$ cat config.mk
export PLATFORM = sky130hd
export DESIGN_NAME = pixel_colour_dilate_2x2
export DESIGN_NICKNAME = d
export VERILOG_FILES = /design/src/hdl/pcd_pkg.sv /design/src/hdl/pixel_colour_dilate_2x2.sv /design/src/hdl/pcd_ram.sv
export SDC_FILE = /design/constraint.sdc
export NUM_CORES = 1
export LEC_CHECK = 0
export BUFFER_PORTS_ARGS = -buffer_cell sky130_fd_sc_hd__buf_2
export CORE_MARGIN = 1.5
export CORE_UTILIZATION = 40
export CTS_BUF_LIST = sky130_fd_sc_hd__clkbuf_4 sky130_fd_sc_hd__clkbuf_8
export CTS_CLUSTER_SIZE = 20
export DETAILED_ROUTE_END_ITERATION = 12
export HOLD_SLACK_MARGIN = 0.06
export PLACE_DENSITY = 0.56
export SKIP_CTS_REPAIR_TIMING = 1
export SLEW_MARGIN = 20
export SYNTH_ARGS = -nofsm -noshare
export SYNTH_HDL_FRONTEND = slang
export SYNTH_SLANG_ARGS = --single-unit
$ cat constraint.sdc
create_clock -name clk -period 18.9 [get_ports clk]
set_input_delay 3.78 -clock clk [delete_from_list [all_inputs] [get_ports clk]]
set_output_delay 3.78 -clock clk [all_outputs]
set_load 0.01 [all_outputs]
$ cat src/hdl/pcd_pkg.sv
// Package for the 2x2 palette colour dilation block.
// Holds register indexes, fixed field widths and the pipeline record type.
// No dependencies.
package pcd_pkg;

  localparam int unsigned PIX_W     = 4;
  localparam int unsigned CFG_IDX_W = 2;
  localparam int unsigned CFG_DAT_W = 13;
  localparam int unsigned IW_W      = 9;
  localparam int unsigned IH_W      = 13;
  localparam int unsigned ROW_W     = 12;
  localparam int unsigned MAX_HEIGHT = 4096;
  localparam int unsigned RESET_SIZE = 208;

  typedef enum logic [CFG_IDX_W-1:0] {
    CFG_LINE_COLOUR  = 2'd0,
    CFG_IMAGE_WIDTH  = 2'd1,
    CFG_IMAGE_HEIGHT = 2'd2
  } cfg_reg_t;

  typedef struct packed {
    logic [PIX_W-1:0] pix;
    logic             horiz;
    logic             row_pos;
    logic             last_col;
    logic             last_frame;
  } stage_t;

endpackage

$ cat src/hdl/pixel_colour_dilate_2x2.sv
// Top level of the streaming 2x2 palette colour dilation block.
// Depends on pcd_pkg and pcd_ram.
//
// Usage:
//   Pixels of a frame enter in raster order on the in_ channel (valid/ready),
//   one 4-bit palette index per transaction. Each pixel leaves on the out_
//   channel as one transaction: the pixel in the line colour if it, its left,
//   upper or upper-left neighbour held the line colour, else unchanged, with
//   row_end and frame_end flags.
//   A pixel passes stage 1, then the output register; throughput is one pixel
//   per clock while out_ready is high. The rate is set by the one-bit line
//   store, read and written once per pixel at the pixel's column.
//   cfg_ writes set line colour (0), image width (1) and image height (2);
//   write only while no pixel is in flight.
//   After reset the line store is cleared, one column per cycle, over all
//   MAX_WIDTH columns; in_ready stays low during that pass.
//   When the receiver holds out_ready low, the output register and the one
//   stage behind it fill, then in_ready drops; nothing is lost.
module pixel_colour_dilate_2x2
  import pcd_pkg::*;
#(
  parameter int unsigned MAX_WIDTH = 256
) (
  input  logic                 clk,
  input  logic                 rst_n,
  input  logic                 in_valid,
  output logic                 in_ready,
  input  logic [PIX_W-1:0]     in_pixel_in,
  output logic                 out_valid,
  input  logic                 out_ready,
  output logic [PIX_W-1:0]     out_pixel_out,
  output logic                 out_row_end,
  output logic                 out_frame_end,
  input  logic                 cfg_we,
  input  logic [CFG_IDX_W-1:0] cfg_index,
  input  logic [CFG_DAT_W-1:0] cfg_wdata
);

  localparam int unsigned CW = $clog2(MAX_WIDTH);
  localparam int unsigned XW = (CW > IW_W) ? CW + 1 : IW_W + 1;

  logic [PIX_W-1:0] line_colour_r;
  logic [IW_W-1:0]  image_width_r;
  logic [IH_W-1:0]  image_height_r;

  logic [CW-1:0]    col_r, col_nxt;
  logic [ROW_W-1:0] row_r, row_nxt;
  logic             left_r, left_nxt;

  logic             clr_r;
  logic [CW-1:0]    clr_cnt_r;

  stage_t           s1_r, s1_nxt;
  logic             s1_valid_r;

  logic             out_valid_r;
  logic [PIX_W-1:0] out_pixel_r;
  logic             out_row_end_r;
  logic             out_frame_end_r;

  logic             in_acc, s1_adv, out_free;
  logic [XW-1:0]    lim_w;
  logic [ROW_W-1:0] lim_h;
  logic             last_col, last_row, cur;
  logic             mark_rd;
  logic             ram_we, ram_wdata;
  logic [CW-1:0]    ram_waddr;
  logic             up;

  // Configuration
  always_ff @(posedge clk) begin
    if (!rst_n) begin
      line_colour_r  <= '0;
      image_width_r  <= IW_W'(RESET_SIZE);
      image_height_r <= IH_W'(RESET_SIZE);
    end else if (cfg_we) begin
      case (cfg_index)
        CFG_LINE_COLOUR:  line_colour_r  <= cfg_wdata[PIX_W-1:0];
        CFG_IMAGE_WIDTH:  image_width_r  <= cfg_wdata[IW_W-1:0];
        CFG_IMAGE_HEIGHT: image_height_r <= cfg_wdata[IH_W-1:0];
        default: ;
      endcase
    end
  end

  // Last column / row positions after clamping
  always_comb begin
    if (image_width_r == '0) begin
      lim_w = '0;
    end else if (XW'(image_width_r) > XW'(MAX_WIDTH)) begin
      lim_w = XW'(MAX_WIDTH - 1);
    end else begin
      lim_w = XW'(image_width_r) - XW'(1);
    end
    if (image_height_r == '0) begin
      lim_h = '0;
    end else if (image_height_r > IH_W'(MAX_HEIGHT)) begin
      lim_h = ROW_W'(MAX_HEIGHT - 1);
    end else begin
      lim_h = ROW_W'(image_height_r - IH_W'(1));
    end
  end

  assign out_free = !out_valid_r || out_ready;
  assign s1_adv   = s1_valid_r && out_free;
  assign in_ready = !clr_r && (!s1_valid_r || s1_adv);
  assign in_acc   = in_valid && in_ready;

  assign last_col = XW'(col_r) >= lim_w;
  assign last_row = row_r >= lim_h;
  assign cur      = (in_pixel_in == line_colour_r);

  always_comb begin
    s1_nxt.pix        = in_pixel_in;
    s1_nxt.horiz      = cur || ((col_r != '0) && left_r);
    s1_nxt.row_pos    = (row_r != '0);
    s1_nxt.last_col   = last_col;
    s1_nxt.last_frame = last_col && last_row;
    if (last_col) begin
      col_nxt  = '0;
      left_nxt = 1'b0;
      row_nxt  = last_row ? '0 : row_r + ROW_W'(1);
    end else begin
      col_nxt  = col_r + CW'(1);
      left_nxt = cur;
      row_nxt  = row_r;
    end
  end

  // Position counters
  always_ff @(posedge clk) begin
    if (!rst_n) begin
      col_r  <= '0;
      row_r  <= '0;
      left_r <= 1'b0;
    end else if (in_acc) begin
      col_r  <= col_nxt;
      row_r  <= row_nxt;
      left_r <= left_nxt;
    end
  end

  // Line store clearing pass
  always_ff @(posedge clk) begin
    if (!rst_n) begin
      clr_r     <= 1'b1;
      clr_cnt_r <= '0;
    end else if (clr_r) begin
      clr_cnt_r <= clr_cnt_r + CW'(1);
      if (clr_cnt_r == CW'(MAX_WIDTH - 1)) begin
        clr_r <= 1'b0;
      end
    end
  end

  assign ram_we    = clr_r || in_acc;
  assign ram_waddr = clr_r ? clr_cnt_r : col_r;
  assign ram_wdata = clr_r ? 1'b0 : s1_nxt.horiz;

  pcd_ram #(
    .WIDTH (1),
    .DEPTH (MAX_WIDTH)
  ) u_marks (
    .clk   (clk),
    .we    (ram_we),
    .waddr (ram_waddr),
    .wdata (ram_wdata),
    .re    (in_acc),
    .raddr (col_r),
    .rdata (mark_rd)
  );

  // Stage 1
  always_ff @(posedge clk) begin
    if (!rst_n) begin
      s1_valid_r <= 1'b0;
    end else if (in_acc) begin
      s1_valid_r <= 1'b1;
    end else if (s1_adv) begin
      s1_valid_r <= 1'b0;
    end
  end

  always_ff @(posedge clk) begin
    if (in_acc) begin
      s1_r <= s1_nxt;
    end
  end

  assign up = s1_r.row_pos && mark_rd;

  // Output register
  always_ff @(posedge clk) begin
    if (!rst_n) begin
      out_valid_r <= 1'b0;
    end else if (s1_adv) begin
      out_valid_r <= 1'b1;
    end else if (out_ready) begin
      out_valid_r <= 1'b0;
    end
  end

  always_ff @(posedge clk) begin
    if (s1_adv) begin
      out_pixel_r     <= (s1_r.horiz || up) ? line_colour_r : s1_r.pix;
      out_row_end_r   <= s1_r.last_col;
      out_frame_end_r <= s1_r.last_frame;
    end
  end

  assign out_valid     = out_valid_r;
  assign out_pixel_out = out_pixel_r;
  assign out_row_end   = out_row_end_r;
  assign out_frame_end = out_frame_end_r;

endmodule

$ cat src/hdl/pcd_ram.sv
// Generic single-write, single-read RAM with registered read data.
// Read returns the contents before a write at the same edge.
// No dependencies.
module pcd_ram #(
  parameter int unsigned WIDTH = 1,
  parameter int unsigned DEPTH = 256
) (
  input  logic                     clk,
  input  logic                     we,
  input  logic [$clog2(DEPTH)-1:0] waddr,
  input  logic [WIDTH-1:0]         wdata,
  input  logic                     re,
  input  logic [$clog2(DEPTH)-1:0] raddr,
  output logic [WIDTH-1:0]         rdata
);

  logic [WIDTH-1:0] mem [DEPTH];
  logic [WIDTH-1:0] rdata_r;

  always_ff @(posedge clk) begin
    if (we) begin
      mem[waddr] <= wdata;
    end
    if (re) begin
      rdata_r <= mem[raddr];
    end
  end

  assign rdata = rdata_r;

endmodule
; ---- Yosys cells after proc, flatten, opt, wreduce, memory -nomap -nowiden
; Memory sizes are Yosys's and may differ from the RTL's. A register that Yosys moved wholly into a read port is not among the register bits.
; Cells that the tools add are included.
[totals]
n_memories = 1
output_inout_bits = 8
ff_bits = 72
inputBits = 24
word_cells = 75
ram_bits = 256
[classes]
n_reduce_logical = 25
muxes = 18
n_eq_ne = 4
add_sub_neg = 5
order_cmp = 4
[mem_list]
columns = name, depth, word_bits, rd, rd_clocked_by_memory_dff, wr, line_no
row1 = u_marks.mem, 256, 1, 1, 1, 1, pcd_ram.sv:17  ; logic [WIDTH-1:0] mem [DEPTH];
[ops]
columns = operator, count
row1 = 12-bit two-way mux, 3
row2 = 10-bit two-way mux, 2
row3 = 8-bit by 1-bit adder with 8-bit output (second input constant), 2
row4 = 8-bit two-way mux, 2
row5 = 13-bit > comparator (second input constant), 1
row6 = 13-bit logical NOT, 1
row7 = 12-bit by 1-bit adder with 12-bit output (second input constant), 1
row8 = 12-bit greater-or-equal comparator, 1
row9 = 12-bit nonzero test, 1
row10 = 12-bit by 1-bit subtractor with 12-bit output (second input constant), 1
row11 = 8-bit by 10-bit greater-or-equal comparator with 1-bit output, 1
row12 = 1-bit two-way mux, 10
row13 = 9-bit by 1-bit subtractor with 10-bit output (second input constant), 1
row14 = 9-bit > comparator (second input constant), 1
row15 = 9-bit logical NOT, 1
row16 = 8-bit == test (second input constant), 1
row17 = 2-bit AND reduction, 4
row18 = 8-bit nonzero test, 1
row19 = 1-bit logical AND, 6
row20 = 1-bit logical OR, 5
row21 = 4-bit == test, 1
row22 = 4-bit two-way mux, 1
row23 = 2-bit nonzero test, 2
row24 = 1-bit logical NOT, 3
row25 = other kinds (3), 3

; ---- Longest topological paths before layout
; Gate-level depths: netlist of the first run.
[logic_depth]
depth_word = 9
depth_mapped = 16
ltp_nobuf = 15

; ---- Hierarchy
; Synthesis of the first run repeated with hierarchy kept, for this count alone.
[hier_totals]
hier_cells = 1252
hier_area_um2 = 15224.6
[modules_own_cells]
columns = module, cells_per_inst, instances, area_per_inst_um2, seq_area_each_um2
row1 = pcd_ram, 788, 1, 11138.2, 7717.4
row2 = pixel_colour_dilate_2x2, 464, 1, 4086.4, 1581.5

; ---- Least setup slack after synthesis of the first run
; OpenSTA, ideal clock, no wires.
[synth_timing]
kind = input to register
from = input in_pixel_in[2]
to = memory u_marks.mem[0], data pin
path_slack_ns = 6.509
stages = 3
arrival_time_ns = 10.816
n_path_buf = 0
setup_time_ns = 1.574
required_ns = 17.326
cell_sequence = xnor2_1 nand4_1 a21oi_1
[synth_via]
elab_chain_cells = 3
[synth_rtl]
columns = element, line_no
row1 = from (decl), pixel_colour_dilate_2x2.sv:28  ; input logic [PIX_W-1:0] in_pixel_in,
row2 = 4-bit == test, pixel_colour_dilate_2x2.sv:111  ; assign cur = (in_pixel_in == line_colour_r);
row3 = 1-bit logical OR, pixel_colour_dilate_2x2.sv:115  ; s1_nxt.horiz = cur || ((col_r != '0) && left_r);
row4 = 1-bit two-way mux, pixel_colour_dilate_2x2.sv:158  ; assign ram_wdata = clr_r ? 1'b0 : s1_nxt.horiz;
row5 = via ram_wdata, pixel_colour_dilate_2x2.sv:66  ; logic ram_we, ram_wdata;
row6 = to (decl), pcd_ram.sv:17
; The timed path passes the listed nets, and every way through them passes these cells.

; ---- Worst setup path after layout of the first run
[layout_timing]
from = input out_ready
to = output in_ready
[layout_via]
elab_chain_cells = 4
[layout_rtl]
columns = element, line_no
row1 = from (decl), pixel_colour_dilate_2x2.sv:30  ; input logic out_ready,
row2 = 1-bit logical OR, pixel_colour_dilate_2x2.sv:104  ; assign out_free = !out_valid_r || out_ready;
row3 = 1-bit logical AND, pixel_colour_dilate_2x2.sv:105  ; assign s1_adv = s1_valid_r && out_free;
row4 = 1-bit logical OR, pixel_colour_dilate_2x2.sv:106  ; assign in_ready = !clr_r && (!s1_valid_r || s1_adv);
row5 = 1-bit logical AND, pixel_colour_dilate_2x2.sv:106
row6 = to (decl), pixel_colour_dilate_2x2.sv:27  ; output logic in_ready,
; Every way passes these cells.

==> flow_summary.toml, run 1 <==
[detailed_routing]
num_vias = 9932
wl_mm = 37.2
postRouteAntennaNets = 0
drt_iter0_markers = 745
drc = 0
via_per_inst = 5.45
dr.pass1.iters = 5
wl_per_cell_um = 20.4

[critical_path]
rrSetupSlack_ps = 14640
crit_path_end_kind = "output pin"
cp_num_buf_inv = 2
cp_common_cell = "buf_2"
r2r_cells = 9
path_delay_family = "buffers and inverters"
r2r-end = "row_r[0]"
startpoint_type = "input pin"
slowest_delay_ps = 220
required_ps = 15120
timing.rr.start = "col_r[0]"
critical-path-slowest-cell = "nor2b_1"
path_cells = "buf_2 -> nor2b_1 -> a21oi_1 -> buf_2"
criticalPathCategory = "input pin to output pin"
worstPathMaxFanout = 4
cp.arrival_ps = 4380

[hold_path]
hold_class = "flip-flop to flip-flop"
hold-path-cell-count = 0
holdPathEnd = "out_frame_end"
min_from = "s1_r[0]"

[synth]
syn_inst = 1250
syn_area_per_cell_um2 = 12.2
synth_top_area_cell = "edfxtp_1"
synth_top_area_share_pct = 53.3
ys_seq_elements = 329
synthTopCellsByArea = "edfxtp_1 (53%), mux4_2 (8.6%), dfxtp_1 (7.6%), nor2_1 (7.4%), nand2_1 (2.5%)"
synth_edf_count = 271
yosysWarnings = 0
async_flop_share_pct = 0
synth_cell_types = 61
ys.flop_type = "edfxtp_1"
seq_area_frac_synth_pct = 60.9
synth_area_mm2 = 0.0153
synth_fp_nets = 1302

[sta]
fin_crit_ps = 8160
slew_viol_final = 0
finalHoldViolations = 0
fmax_mhz = 123
setup_tns_ps = 0
setup_viol = 0
finClkSkew_ps = 16.5
fin_crit_sh_pct = 43.2
worst_pin_slew_ps = 1110
slew_headroom_pct = 25.8
rsz0062_at_grt = "no"

[place]
gp_congestion = 0.801
dp.cells = 1723
dp_hpwl_mm = 21.6
port_buffers = 31

[global_route]
overflow = 0
track_usage_pct = 19.6
grt_start_max_net_pins = 257
grt_pass1_wl_mm = 57.9
antenna_found_initial = 0
grt_pass1_vias = 9879

[die]
std_cell_rows = 71
die_w_um = 198
initial_core_util_pct = 40.5
io_pins = 32
core_area_mm2 = 0.0377
fp.dieH_um = 198
dieArea_mm2 = 0.0394

[clock_network]
clk_path_buf_depth = 3
numCtsBuffers = 55
numClockSinks = 329
htreeDepth = 2
clk_pin_slew_worst_paths_ps = 60
clock-root-buffer = "clkbuf_8"
clock_latency_ps = 600
cts_tree = "done"

[flow_run]
drv_cap = 0

[power_and_ir_drop]
power_leakage_nw = 5.28
powerDensity_mw_per_mm2 = 86.5
ir_drop_uv = 43.7

[outcome]
status = "finished clean"

[finish]
fin_nets = 1321
finalNonFillerCells = 1822
areaGrowthSynthToFinish_pct = 11.1
layout-drive-gt1-share_pct = 15.8
diodes = 0
[per-stage QoR]
stage	area, µm²	power, mW	util, %	setup WS, ps	hold WS [ps]
after floorplan	15300	0.822	-	6510	400
after global placement	15800	0.837	42.0	10770	415
after detailed placement	15800	0.838	42.0	10730	412
after CTS	17000	1.49	45.1	10730	427
after global routing	17000	1.52	45.1	10690	428
final	17000	1.47	45.1	10740	425
[synth_stat cells (13+ instances only)]
cell / count
ha_1: 28
clkbuf_1: 59
mux4_2: 58
xnor2_1: 18
xor2_1: 14
o21ai_0: 26
dfxtp_1: 58
a21boi_0: 18
a21oi_1: 25
nand3_1: 27
nand2_1: 101
edfxtp_1: 271
nor2b_1: 23
mux2i_1: 25
inv_1: 17
nor2_1: 299
nand4_1: 13
[cells in the final DEF (no fill, tap or decap), types with 24 or more instances in the layout]
| cell | instances |
|---|---|
| a21oi_1 | 24 |
| mux4_2 | 58 |
| edfxtp_1 | 271 |
| ha_1 | 28 |
| o21ai_0 | 26 |
| nand3_1 | 27 |
| nor2_1 | 299 |
| nand2_1 | 101 |
| dfxtp_1 | 56 |
| clkbuf_8 | 62 |
| buf_2 | 31 |
| mux2i_1 | 25 |
[worst reg2reg max path: cells and delay by family, from the launching register on]
| kind | cells | cell delay [ps] |
|---|---|---|
| AND/OR/NAND/NOR | 3 | 620 |
| adder cells (fa/ha/maj) | 1 | 420 |
| flip-flops | 1 | 780 |
| buffers and inverters | 2 | 1230 |
| AO/OA/AOI/OAI | 3 | 1050 |
[layer usage]
| metal | wire length, µm | GRT usage [%] | up-vias |
|---|---|---|---|
| li1 | - | - | 4598 |
| met1 | 16900 | 26.9 | 4986 |
| met2 | 17200 | 31.6 | 285 |
| met3 | 2200 | 3.32 | 63 |
| met4 | 931 | 6.28 | 0 |
| met5 | 0 | 0 | - |
[layout make-up]
type / instances / area (µm²)
Inverter: 19 / 71.3
Tap cell: 511 / 639
Clock inverter: 17 / 134
Timing Repair Buffer: 41 / 243
Clock buffer: 82 / 1000
Multi-Input combinational cell: 823 / 5570
Fill cell: 3538 / 20700
Sequential cell: 329 / 9310
[power by group]
part	switching, mW	leakage (nW)	internal (mW)
Combinational	0.0271	1.82	0.0144
Sequential	0.00431	2.87	0.777
Clock	0.279	0.601	0.366
[registers in the layout, summed over array words and instances (netlist names)]
name and cells:
clr_cnt_r 8, line_colour_r 4, image_width_r 9, out_row_end 1, row_r 12, s1_valid_r 1, out_pixel_out 4, u_marks.rdata 1
s1_r 8, col_r 8, clr_r 1, left_r 1, u_marks.mem 256, image_height_r 13, out_valid 1, out_frame_end 1
[worst max-delay path by stage]
stage	start	endpoint	slack [ps]	cells past startpoint
after floorplan	in_pixel_in[2]	u_marks.mem[0]	6510	3
after global placement	out_ready	in_ready	10770	4
after detailed placement	out_ready	in_ready	10730	4
after CTS	out_ready	in_ready	10730	4
after global routing	out_ready	in_ready	10690	4
final	out_ready	in_ready	10740	4
[logic make-up after synthesis]
family                   Yosys count  synth area share [%]
AND/OR/NAND/NOR                  531                  15.1
flip-flops                       329                  60.9
AO/OA/AOI/OAI                    138                  6.16
buffers and inverters             98                  2.69
multiplexers                      93                  10.9
XOR/XNOR                          32                  1.84
adder cells (fa/ha/maj)           29                  2.36
No activity file was read; power rests on OpenSTA's default activity.
==> inputs of run 2 (changes only) <==
--- a/config.mk
+++ b/config.mk
@@ -12,7 +12,7 @@
 export CTS_CLUSTER_SIZE = 20
 export DETAILED_ROUTE_END_ITERATION = 12
 export HOLD_SLACK_MARGIN = 0.06
-export PLACE_DENSITY = 0.56
+export PLACE_DENSITY = 0.58
 export SKIP_CTS_REPAIR_TIMING = 1
 export SLEW_MARGIN = 20
 export SYNTH_ARGS = -nofsm -noshare
==> constraint.sdc (replaced) <==
create_clock -name clk -period 7.3 [get_ports clk]
set_input_delay 1.46 -clock clk [delete_from_list [all_inputs] [get_ports clk]]
set_output_delay 1.46 -clock clk [all_outputs]
set_load 0.01 [all_outputs]
==> flow_summary.toml, run 2 (synthesis results as in run 1) <==
[critical_path]
critical-path-slowest-cell = "o31ai_2"
startpoint_type = "flip-flop"
worstPathMaxFanout = 11
cp.arrival_ps = 4430
crit_path_end_kind = "flip-flop"
cp_common_cell = "ha_1"
path_cells = "inv_1 -> ha_1 -> nand3b_1 -> or4_1 -> nor2b_1 -> nand2_1 -> a222oi_1 -> ha_1 -> nand4_1 -> o21a_1 -> o31ai_2 -> nor2_1"
cp_num_buf_inv = 1
required_ps = 7790
slowest_delay_ps = 710
path_delay_family = "simple AND/OR/NAND/NOR gates"
criticalPathCategory = "flip-flop to flip-flop"

[finish]
largest_reg_flops = 256
layout-drive-gt1-share_pct = 15.5
multi_input_area_mm2 = 0.00558
layout_common_cells = "nor2_1 (298), edfxtp_1 (271), nand2_1 (101)"
fin_nets = 1317
top_register = "u_marks.mem"
reg_top3 = "u_marks.mem x256, image_height_r x13, row_r x12"
areaGrowthSynthToFinish_pct = 10.7
ff_latch_area_mm2 = 0.00931
diodes = 0
fill_cells = 3531
layout_commonest_cell = "nor2_1"

[detailed_routing]
wl_per_cell_um = 20.3
via_per_inst = 5.46
wl_mm = 36.8
met3_length_mm = 2.54
dr.max_layer_used = "met4"
drt_iter0_markers = 871
wl_met1_mm = 16.4
num_vias = 9927
dr.pass1.iters = 5
postRouteAntennaNets = 0
wl_met2_mm = 17.0
drc = 0

[die]
std_cell_rows = 71
die_w_um = 198
io_pins = 32
core_area_mm2 = 0.0377
initial_core_util_pct = 40.5
dieArea_mm2 = 0.0394
fp.dieH_um = 198

[power_and_ir_drop]
power_switching_mw = 0.827
power_leakage_nw = 5.52
p_clk_share_pct = 43.7
p_int_mw = 2.95
ir_drop_uv = 129
netSwitchingFraction_pct = 21.9
p_comb_share_pct = 2.8
seq_power_share_pct = 53.5
powerDensity_mw_per_mm2 = 223

[place]
gp_congestion = 0.808
port_buffers = 31
dp_hpwl_mm = 21.4
dpl_worst_slack_ps = 3220

[global_route]
overflow = 0
grt_start_max_net_pins = 257
grt_pass1_vias = 9820
grt_pass1_wl_mm = 57.1
antenna_found_initial = 0
track_usage_pct = 19.4

[hold_path]
hold_class = "flip-flop to flip-flop"

[clock_network]
numCtsBuffers = 54
clock-root-buffer = "clkbuf_8"
clock_latency_ps = 650
cts_tree = "done"
numClockSinks = 329
htreeDepth = 2
clk_path_buf_depth = 3
clk_pin_slew_worst_paths_ps = 60

[sta]
setup_tns_ps = 0
rsz0062_at_grt = "no"
setup_viol = 0
worst_pin_slew_ps = 1150
finalHoldViolations = 0
fin_crit_sh_pct = 54.0
slew_headroom_pct = 23.4
setup_ws_ps = 3360
slew_viol_final = 0
fin_crit_ps = 3940
fmax_mhz = 254
finClkSkew_ps = 58.8

[outcome]
status = "finished clean"

[flow_run]
drv_cap = 0
[run 2: cell count changes in the layout (fill, tap and decap cells not counted), moves of 2 or more]
cell / change
buf_4: -3
clkinv_1: +2
clkbuf_8: -8
inv_6: -2
clkinv_2: +4
[run 2: layout make-up]
class	count	share of cell area (%)
Clock buffer	74	5.29
Timing Repair Buffer	38	1.30
Tap cell	511	3.78
Inverter	19	0.422
Clock inverter	23	1.15
Sequential cell	329	55.1
Multi-Input combinational cell	823	33.0
[run 2: stage by stage]
stage | total power [mW] | hold slack [ps] | utilization (%) | instance area [µm²] | std cells
6_report | 3.78 | 422 | 44.9 | 16900 | 1817
5_1_grt | 3.91 | 429 | 44.9 | 16900 | 1817
4_1_cts | 3.82 | 424 | 44.9 | 16900 | 1817
3_5_place_dp | 2.17 | 411 | 42.0 | 15800 | 1720
3_3_place_gp | 2.17 | 407 | 42.0 | 15800 | 1720
2_1_floorplan | 2.13 | 400 | - | 15300 | 1250
[run 2: final timing paths]
check,start,endpoint,slack (ps),depth (start not counted)
max,image_height_r[0],row_r[5],3360,12
min,s1_r[0],out_frame_end,420,0
min reg2reg,s1_r[0],out_frame_end,420,0
max reg2reg,image_height_r[0],row_r[5],3360,12
[run 2: per-layer routing]
metal,vias up,global-route usage (%)
li1,4593,-
met1,4930,26.4
met2,339,31.4
met3,65,3.54
met4,0,6.14
met5,-,0
[run 2: power groups by stage]
stage	combinational, mW	clock, mW	sequential (mW)
2_1_floorplan	0.0716	0	2.06
3_3_place_gp	0.106	0	2.06
3_5_place_dp	0.107	0	2.06
4_1_cts	0.107	1.69	2.02
5_1_grt	0.119	1.77	2.02
6_report	0.106	1.65	2.02
==> inputs of run 3 (changes only) <==
--- a/config.mk
+++ b/config.mk
@@ -5,6 +5,7 @@
 export SDC_FILE = /design/constraint.sdc
 export NUM_CORES = 1
 export LEC_CHECK = 0
+export ABC_AREA = 1
 export BUFFER_PORTS_ARGS = -buffer_cell sky130_fd_sc_hd__buf_2
 export CORE_MARGIN = 1.5
 export CORE_UTILIZATION = 40
==> constraint.sdc (replaced) <==
create_clock -name clk -period 3.3 [get_ports clk]
set_input_delay 0.66 -clock clk [delete_from_list [all_inputs] [get_ports clk]]
set_output_delay 0.66 -clock clk [all_outputs]
set_load 0.01 [all_outputs]
==> flow_summary.toml, run 3 <==
[synth]
ys_seq_elements = 329
syn_inst = 1812
synth_fp_nets = 1864
seq_area_frac_synth_pct = 56.0
synthTopCellsByArea = "edfxtp_1 (49%), nor2_1 (8.9%), nand2_1 (8.1%), dfxtp_1 (7.0%), o21ai_0 (3.7%)"
synth_top_area_cell = "edfxtp_1"
syn_area_per_cell_um2 = 9.16
yosysWarnings = 0
synth_top_area_share_pct = 49.0
synthTopCellsByCount = "nor2_1 (393), nand2_1 (356), edfxtp_1 (271)"
async_flop_share_pct = 0
synth_cell_types = 47
ys.flop_type = "edfxtp_1"
synth_edf_count = 271
yosysMostFrequentCell = "nor2_1"
synth_area_mm2 = 0.0166

[finish]
fin_nets = 1891
finalNonFillerCells = 2411
layout-drive-gt1-share_pct = 15.9
layout_common_cells = "nor2_1 (391), nand2_1 (356), edfxtp_1 (271)"
layout_commonest_cell = "nor2_1"
areaGrowthSynthToFinish_pct = 10.2
reg_top3 = "u_marks.mem x256, image_height_r x13, row_r x12"
diodes = 0
largest_reg_flops = 256
fin_area_mm2 = 0.0183
top_register = "u_marks.mem"

[power_and_ir_drop]
powerDensity_mw_per_mm2 = 460
power_leakage_nw = 6.67
ir_drop_uv = 285

[die]
fp.dieH_um = 207
io_pins = 32
std_cell_rows = 74
dieArea_mm2 = 0.0427
initial_core_util_pct = 40.5
die_w_um = 207
core_area_mm2 = 0.0409

[sta]
fin_crit_sh_pct = 85.9
fmax_mhz = 353
setup_viol = 0
slew_viol_final = 0
rsz0062_at_grt = "no"
finalHoldViolations = 0
finClkSkew_ps = 47.0
fin_crit_ps = 2840
worst_pin_slew_ps = 980
slew_headroom_pct = 34.7

[flow_run]
drv_cap = 0

[critical_path]
worstPathMaxFanout = 10
crit_path_end_kind = "flip-flop"
startpoint_type = "flip-flop"
required_ps = 3850
criticalPathCategory = "flip-flop to flip-flop"
cp.arrival_ps = 3390

[clock_network]
numCtsBuffers = 55
clock-root-buffer = "clkbuf_8"
clock_latency_ps = 680
numClockSinks = 329
htreeDepth = 2
clk_pin_slew_worst_paths_ps = 60
cts_tree = "done"
clk_path_buf_depth = 3

[detailed_routing]
drc = 0
wl_per_cell_um = 17.3
wl_mm = 41.7
dr.pass1.iters = 5
drt_iter0_markers = 811
postRouteAntennaNets = 0
num_vias = 12279
via_per_inst = 5.09

[place]
dp.cells = 2314
post_dp_cell_area_mm2 = 0.0172
dp_hpwl_mm = 24.7
gp_congestion = 0.820
port_buffers = 31

[hold_path]
hold_class = "input pin to flip-flop"

[global_route]
track_usage_pct = 20.1
grt_start_max_net_pins = 146
overflow = 0
grt_pass1_vias = 11811
grt_pass1_wl_mm = 65.9
antenna_found_initial = 0

[outcome]
status = "finished clean"
run 3: critical path: stages, from the launching register on:
cell	delay (ps)
dfxtp_1	290
inv_1	100
ha_2	200
nand2_1	80
nor2_2	100
nand3_1	110
nor2_2	110
nand2_1	80
inv_2	100
nand3_1	100
buf_4	190
a21oi_1	150
ha_1	260
a21oi_1	140
o21ai_0	90
nand3_1	80
nand4_1	110
buf_4	190
nor2_1	80
nand2_1	60
a21oi_1	140
run 3: layer usage:
metal  vias up  routed length, µm  GRT usage, %
li1       6027                  -             -
met1      5853              18800          27.5
met2       326              19400          32.5
met3        73               2430          3.70
met4         0               1030          6.26
met5         -                  0             0
run 3: stage by stage:
stage	worst slack [ps]	hold WS [ps]	TNS [ps]	util, %	total power [mW]
2_1_floorplan	-728	400	-186290	-	4.73
3_3_place_gp	380	440	0	41.9	4.82
3_5_place_dp	268	429	0	41.9	4.82
4_1_cts	255	157	0	44.6	8.52
5_1_grt	12.8	186	0	44.7	8.71
6_report	465	220	0	44.7	8.41
run 3: area by class of cell:
class                           count  area (µm²)
Tap cell                          532         666
Sequential cell                   329        9310
Clock inverter                     11        77.6
Inverter                          130         509
Clock buffer                       86        1030
Fill cell                        3992       22600
Multi-Input combinational cell   1257        6220
Timing Repair Buffer               66         480
run 3: power breakdown:
part / internal (mW) / total [mW] / switching (mW)
clock: 1.99 / 3.67 / 1.67
sequential: 4.45 / 4.47 / 0.0165
combinational: 0.0864 / 0.271 / 0.185
run 3: path summary, 6_finish.rpt:
path / slack [ps] / to / cells after the start / start
worst max-delay path: 460 / row_r[6] / 20 / image_height_r[0]
worst min-delay path: 220 / s1_r[4] / 1 / in_pixel_in[0]
worst max register to register: 460 / row_r[6] / 20 / image_height_r[0]
worst min register to register: 440 / out_frame_end / 0 / s1_r[0]
run 3: cell families after synthesis:
group / count (synthesis) / synth area share (%)
buffers and inverters: 226 / 6.85
AND/OR/NAND/NOR: 974 / 25.7
adder cells (fa/ha/maj): 28 / 2.11
AO/OA/AOI/OAI: 225 / 7.62
multiplexers: 4 / 0.271
flip-flops: 329 / 56.0
XOR/XNOR: 26 / 1.37
